[src/sv/bpd_pkg.sv]
// shared constants and types for the block pooling downsampler
package bpd_pkg;

  localparam int ACC_DEPTH   = 512;
  localparam int ACC_AW      = $clog2(ACC_DEPTH);
  localparam int SAMPLE_BITS = 32;
  localparam int ACC_W       = 64;
  localparam int CNT_W       = 32;

  localparam logic [9:0] MAX_FIT_WIDTH  = 10'd512;
  localparam logic [9:0] MAX_FIT_HEIGHT = 10'd512;

  localparam logic [2:0] REG_N_SPECTRA  = 3'd0;
  localparam logic [2:0] REG_N_BINS     = 3'd1;
  localparam logic [2:0] REG_FIT_WIDTH  = 3'd2;
  localparam logic [2:0] REG_FIT_HEIGHT = 3'd3;
  localparam logic [2:0] REG_POOL_MODE  = 3'd4;

  localparam logic POOL_AVG = 1'b0;
  localparam logic POOL_MAX = 1'b1;

  typedef struct packed {
    logic              start;
    logic [ACC_W-1:0]  num;
    logic [CNT_W-1:0]  den;
  } div_req_t;

  typedef struct packed {
    logic              done;
    logic [ACC_W-1:0]  quo;
  } div_rsp_t;

endpackage

[src/sv/bpd_div.sv]
// iterative restoring divider, one quotient bit per cycle
module bpd_div (
  input  logic              clk,
  input  logic              rst,
  input  bpd_pkg::div_req_t req,
  output bpd_pkg::div_rsp_t rsp
);

  localparam int CW = $clog2(bpd_pkg::ACC_W + 1);

  logic                        run;
  logic [CW-1:0]               cnt;
  logic [bpd_pkg::CNT_W-1:0]   rem;
  logic [bpd_pkg::ACC_W-1:0]   quo;
  logic [bpd_pkg::CNT_W-1:0]   den;
  logic                        done;
  logic [bpd_pkg::CNT_W:0]     trial;
  logic                        fits;

  assign trial = {rem, quo[bpd_pkg::ACC_W-1]};
  assign fits  = trial >= {1'b0, den};

  always_ff @(posedge clk) begin
    if (rst) begin
      run  <= 1'b0;
      done <= 1'b0;
      cnt  <= '0;
    end else begin
      done <= 1'b0;
      if (req.start) begin
        run <= 1'b1;
        cnt <= CW'(bpd_pkg::ACC_W);
        rem <= '0;
        quo <= req.num;
        den <= req.den;
      end else if (run) begin
        rem <= fits ? bpd_pkg::CNT_W'(trial - {1'b0, den}) : bpd_pkg::CNT_W'(trial);
        quo <= {quo[bpd_pkg::ACC_W-2:0], fits};
        cnt <= cnt - CW'(1);
        if (cnt == CW'(1)) begin
          run  <= 1'b0;
          done <= 1'b1;
        end
      end
    end
  end

  assign rsp.done = done;
  assign rsp.quo  = quo;

endmodule

[config.mk]
export PLATFORM = sky130hd
export DESIGN_NAME = bpd_div
export DESIGN_NICKNAME = d
export VERILOG_FILES = /design/src/sv/bpd_pkg.sv /design/src/sv/bpd_div.sv
export SDC_FILE = /design/constraint.sdc
export NUM_CORES = 1
export LEC_CHECK = 0
export BUFFER_PORTS_ARGS = -buffer_cell sky130_fd_sc_hd__buf_2
export CORE_MARGIN = 1.5
export CORE_UTILIZATION = 55
export DETAILED_ROUTE_END_ITERATION = 8
export PLACE_DENSITY = 0.81
export SETUP_SLACK_MARGIN = 0.4
export SYNTH_ARGS = -nofsm -noshare
export SYNTH_HDL_FRONTEND = slang
export SYNTH_SLANG_ARGS = --single-unit
[constraint.sdc]
create_clock -name clk -period 7 [get_ports clk]
set_input_delay 0.35 -clock clk [delete_from_list [all_inputs] [get_ports clk]]
set_output_delay 0.35 -clock clk [all_outputs]
set_load 0.1 [all_outputs]
After elaboration in Yosys (flattened, before gate mapping) --
Cells that the tools add are included. Widths: inputs -> output; s select.
Cells by class: add/sub/neg operators 2, magnitude comparators 1, eq/ne operators 1, multiplexer cells 10, bitwise gates (word level) 2, reduce and logical (&&, ||, !) cells 5
Operator list (number):
- $mux 64 | 2
- $mux 32 | 2
- $ge 33x32->1 | 1
- $sub 32x32->32 | 1
- $mux 7 | 2
- $eq 7x1->1 const B | 1
- $sub 7x1->7 const B | 1
- $mux 1 | 4
- $reduce_and 2->1 | 2
- $reduce_or 3->1 | 1
- $not 1->1 | 2
- $reduce_bool 2->1 | 1
- $reduce_or 2->1 | 1
Word-level totals: flip-flop bits (word level) 137, output and inout bits 65

Longest topological paths before layout --
word-level depth 4, depth in mapped cells 12, depth with buffers taken out 11

Worst setup path after synthesis --
Ideal clock, no wire load.
kind input-to-reg, start in req[96] in the netlist's numbering, end reg quo[0] in the netlist's numbering (enable), setup time 552 ps, arrival time 5086 ps, slack 1363 ps, cell stages on the path 4, buffers on the path 2, cell sequence clkbuf_1 -> clkbuf_1 -> nor2_1 -> nor2_1
On the way: cells in the longest elaborated chain, start to end 2
Ends and longest elaborated chain:
- start: declaration | RTL line bpd_div.sv:5 | input bpd_pkg::div_req_t req,
- $reduce_bool 2->1 (no line)
- $reduce_and 2->1 (no line)
- end signal: assignment | RTL line bpd_div.sv:34 | quo <= req.num;
- end signal: assignment | RTL line bpd_div.sv:38 | quo <= {quo[bpd_pkg::ACC_W-2:0], fits};
- end: declaration | RTL line bpd_div.sv:14 | logic [bpd_pkg::ACC_W-1:0] quo;
No other way between the ends. A chain may end at the register's enable or synchronous reset.

Final worst setup path --
start reg rem[25] in the netlist's numbering, end reg rem[25] in the netlist's numbering, data pin
On the way: cells in the longest elaborated chain, start to end 3
Ends and longest elaborated chain:
- start: declaration | RTL line bpd_div.sv:13 | logic [bpd_pkg::CNT_W-1:0] rem;
- start signal: assignment | RTL line bpd_div.sv:37 | rem <= fits ? bpd_pkg::CNT_W'(trial - {1'b0, den}) : bpd_pkg::CNT_W'(trial);
- $ge 33x32->1 | RTL line bpd_div.sv:21 | assign fits = trial >= {1'b0, den};
- $mux 32 | RTL line bpd_div.sv:37
- $mux 32 | RTL line bpd_div.sv:36 | end else if (run) begin
No other way between the ends. The select of a mux whose other input is x is not followed.

==> run_results.csv <==
group,metric,value,unit
placement,numPortBuffers,163,
die,coreArea,0.0132,mm2
drt,ant_nets,0,
die,rows,42,
placement,dpl.hpwl,11900,um
drt,drc_errors,0,
layout,fin_nets,900,
die,dieArea,0.0142,mm2
die,die_w,119,um
worst_setup_path,path_cells,"ha_1, nand4_1, nor2_1, nand4_1, a2111oi_4, nor3_4, a31oi_4, buf_4, nor2_1, a22o_1",
worst_setup_path,critPathKind,"flip-flop to flip-flop",
synth,synth_area,0.00741,mm2
sta,slew_violations,0,
sta,clock.fmax,277,MHz
drt,drtIter0Drc,290,
clock_tree,numCtsBuffers,17,
worst_setup_path,slowest_delay,0.45,ns
synth,synthFlopType,"edfxtp_1",
layout,layout-drive-gt1-share,0.358,
drt,vias,5389,
synth,synth-seq-cells,137,
placement,gp_congestion,0.941,
synth,synth_cells,605,
grt,grt_pass1_wl,27300,um
worst_setup_path,crit_path_start_kind,"flip-flop",
worst_setup_path,slowest_stage,"buf_4",
drt,wire_per_inst,17.4,um
worst_hold_path,min_path_type,"input pin to flip-flop",
flow_run,maxCapViolCount,0,
sta,hold_violations,0,
sta,fin_crit,3.62,ns
worst_setup_path,arrival,3.78,ns
layout,seqCellArea,0.00402,mm2
layout,area_delta_synth_final,21.2,%
clock_tree,cts-root-buf,"clkbuf_16",
sta,fin_tns_setup,0,ns
clock_tree,ctsResizeCount,0,
pwr,max-vdd-ir-drop,268,uV
synth,synth_nets,739,
drt,wirelength,16600,um
die,start_util,0.562,
synth,synth-edff-count,128,
worst_setup_path,endpoint_kind,"flip-flop",
die,io_pins,164,
clock_tree,clk_latency,0.42,ns
sta,relSlewSlack,0.529,
sta,skew,0.00653,ns
grt,grt_usage,0.246,
clock_tree,hold_buffers,0,
die,die_height,119,um
clock_tree,cts_max_level,4,
pwr,power_leakage,3.75,nW
grt,grt.overflow.total,0,
drt,vias_per_cell,5.64,
synth,async_flop_share,0,
sta,setup_viol,0,
grt,grt_pass1_vias,5739,
synth,ys_warn_count,0,
grt,grt_max_degree,52,
sta,worst_pin_slew,0.707,ns
pwr,p_per_area,297,mW/mm2
outcome,status,"finished, final reports clean",
layout,multi_input_area,0.00309,mm2
clock_tree,clockBufferDepth,2,
synth,ys_seq_area_frac,0.543,
worst_setup_path,critPathMaxFanout,26,
sta,rsz0062_at_grt,"false",
layout,fillCellCount,939,
synth,synth_cell_types,59,
clock_tree,path_clk_slew,0.06,ns
clock_tree,cts_num_sinks,137,
grt,grt_antenna_before_repair,2,
synth,avgSynthCellArea,12.3,um2
sta,finalCritPeriodShare,0.517,
sta,hold_slack,0.102,ns
drt,first_pass_iters,7,
worst_setup_path,required,7.17,ns
clock_tree,post_cts_buffers,0,
clock_tree,tritoncts,"built",
pwr,power.total,2.67,mW
-- critical path: cells and delay by family, from the launching register on --
family                     cells  cell delay, ns
AOI/OAI and AO/OA              3            1.05
adders and majority gates      1            0.43
buffers and inverters          1            0.45
DFF                            1            0.40
and+or+nand+nor                5            1.01
-- per-stage QoR --
step,instance area [um2],std cells,utilization,setup WS (ns)
global placement,8360,923,0.634,3.59
CTS,8980,955,0.681,3.41
global route,8980,955,0.681,3.10
finish,8980,956,0.681,3.38
floorplan,7410,605,-,1.36
detailed placement,8360,923,0.634,3.46
-- kinds of logic after synthesis --
group,Yosys count,share of synthesized area
compound gates,123,0.117
flops,137,0.543
buf+inv,73,0.0420
fa+ha+maj,35,0.0601
simple gates,125,0.0815
xor+xnor,31,0.0366
mux,81,0.120
-- registers in the layout (all words and copies together) (netlist names) --
register,count
quo,64
rem,32
cnt,7
den,32
done,1
run,1
-- final timing paths --
| path | start | to | slack [ns] | cells past startpoint |
|---|---|---|---|---|
| setup / recovery | rem[25]$_SDFFCE_PP0P_ | rem[25]$_SDFFCE_PP0P_ | 3.38 | 10 |
| hold / removal | req[8] | den[8]$_DFFE_PP_ | 0.10 | 1 |
| setup reg to reg | rem[25]$_SDFFCE_PP0P_ | rem[25]$_SDFFCE_PP0P_ | 3.38 | 10 |
| hold reg to reg | cnt[1]$_SDFFE_PP0P_ | cnt[1]$_SDFFE_PP0P_ | 0.54 | 2 |
-- cell usage in the layout, fill, tap and decap left out, drive strengths merged, types with 17 or more instances in the layout --
cell    count
o21ai      19
ha         34
inv        51
nand2      27
buf       168
mux2i      18
edfxtp    128
nor2       48
a21oi      37
xnor2      18
mux2       63
clkbuf     17
-- cell type report --
cell class | count | share of cell area
Timing Repair Buffer | 168 | 0.0953
Clock inverter | 15 | 0.0212
Sequential cell | 137 | 0.448
Multi-Input combinational cell | 395 | 0.344
Antenna cell | 1 | 0.000279
Inverter | 47 | 0.0196
Clock buffer | 17 | 0.0474
Tap cell | 176 | 0.0245
-- metal layers --
layer,wire (um),part of all wire,global-route usage,vias up
li1,-,-,-,2578
met1,6640,0.40,0.285,2577
met2,8380,0.50,0.419,204
met3,1230,0.074,0.0838,30
met4,383,0.023,0.0979,0
met5,0,0,0,-
-- power breakdown --
part	internal (mW)	leakage [nW]	switching (mW)
clock	0.568	0.300	0.368
combinational	0.242	2.15	0.476
sequential	0.984	1.30	0.0342
total	1.79	3.75	0.878
-- cell usage after synthesis, drive strengths merged, types with 8 or more instances --
| cell | n | area (um2) |
|---|---|---|
| a211oi | 13 | 118 |
| xor2 | 13 | 114 |
| inv | 46 | 173 |
| clkbuf | 12 | 46.3 |
| dfxtp | 9 | 180 |
| edfxtp | 128 | 3840 |
| nand4 | 9 | 56.3 |
| nor3 | 8 | 51.3 |
| nand2 | 27 | 101 |
| buf | 14 | 88.8 |
| mux2i | 18 | 180 |
| xnor2 | 18 | 158 |
| o21ai | 19 | 95.1 |
| a21oi | 37 | 185 |
| mux2 | 63 | 709 |
| ha | 34 | 425 |
| a21o | 13 | 97.6 |
| nor2 | 48 | 180 |
(Power assumes the default switching activity.)
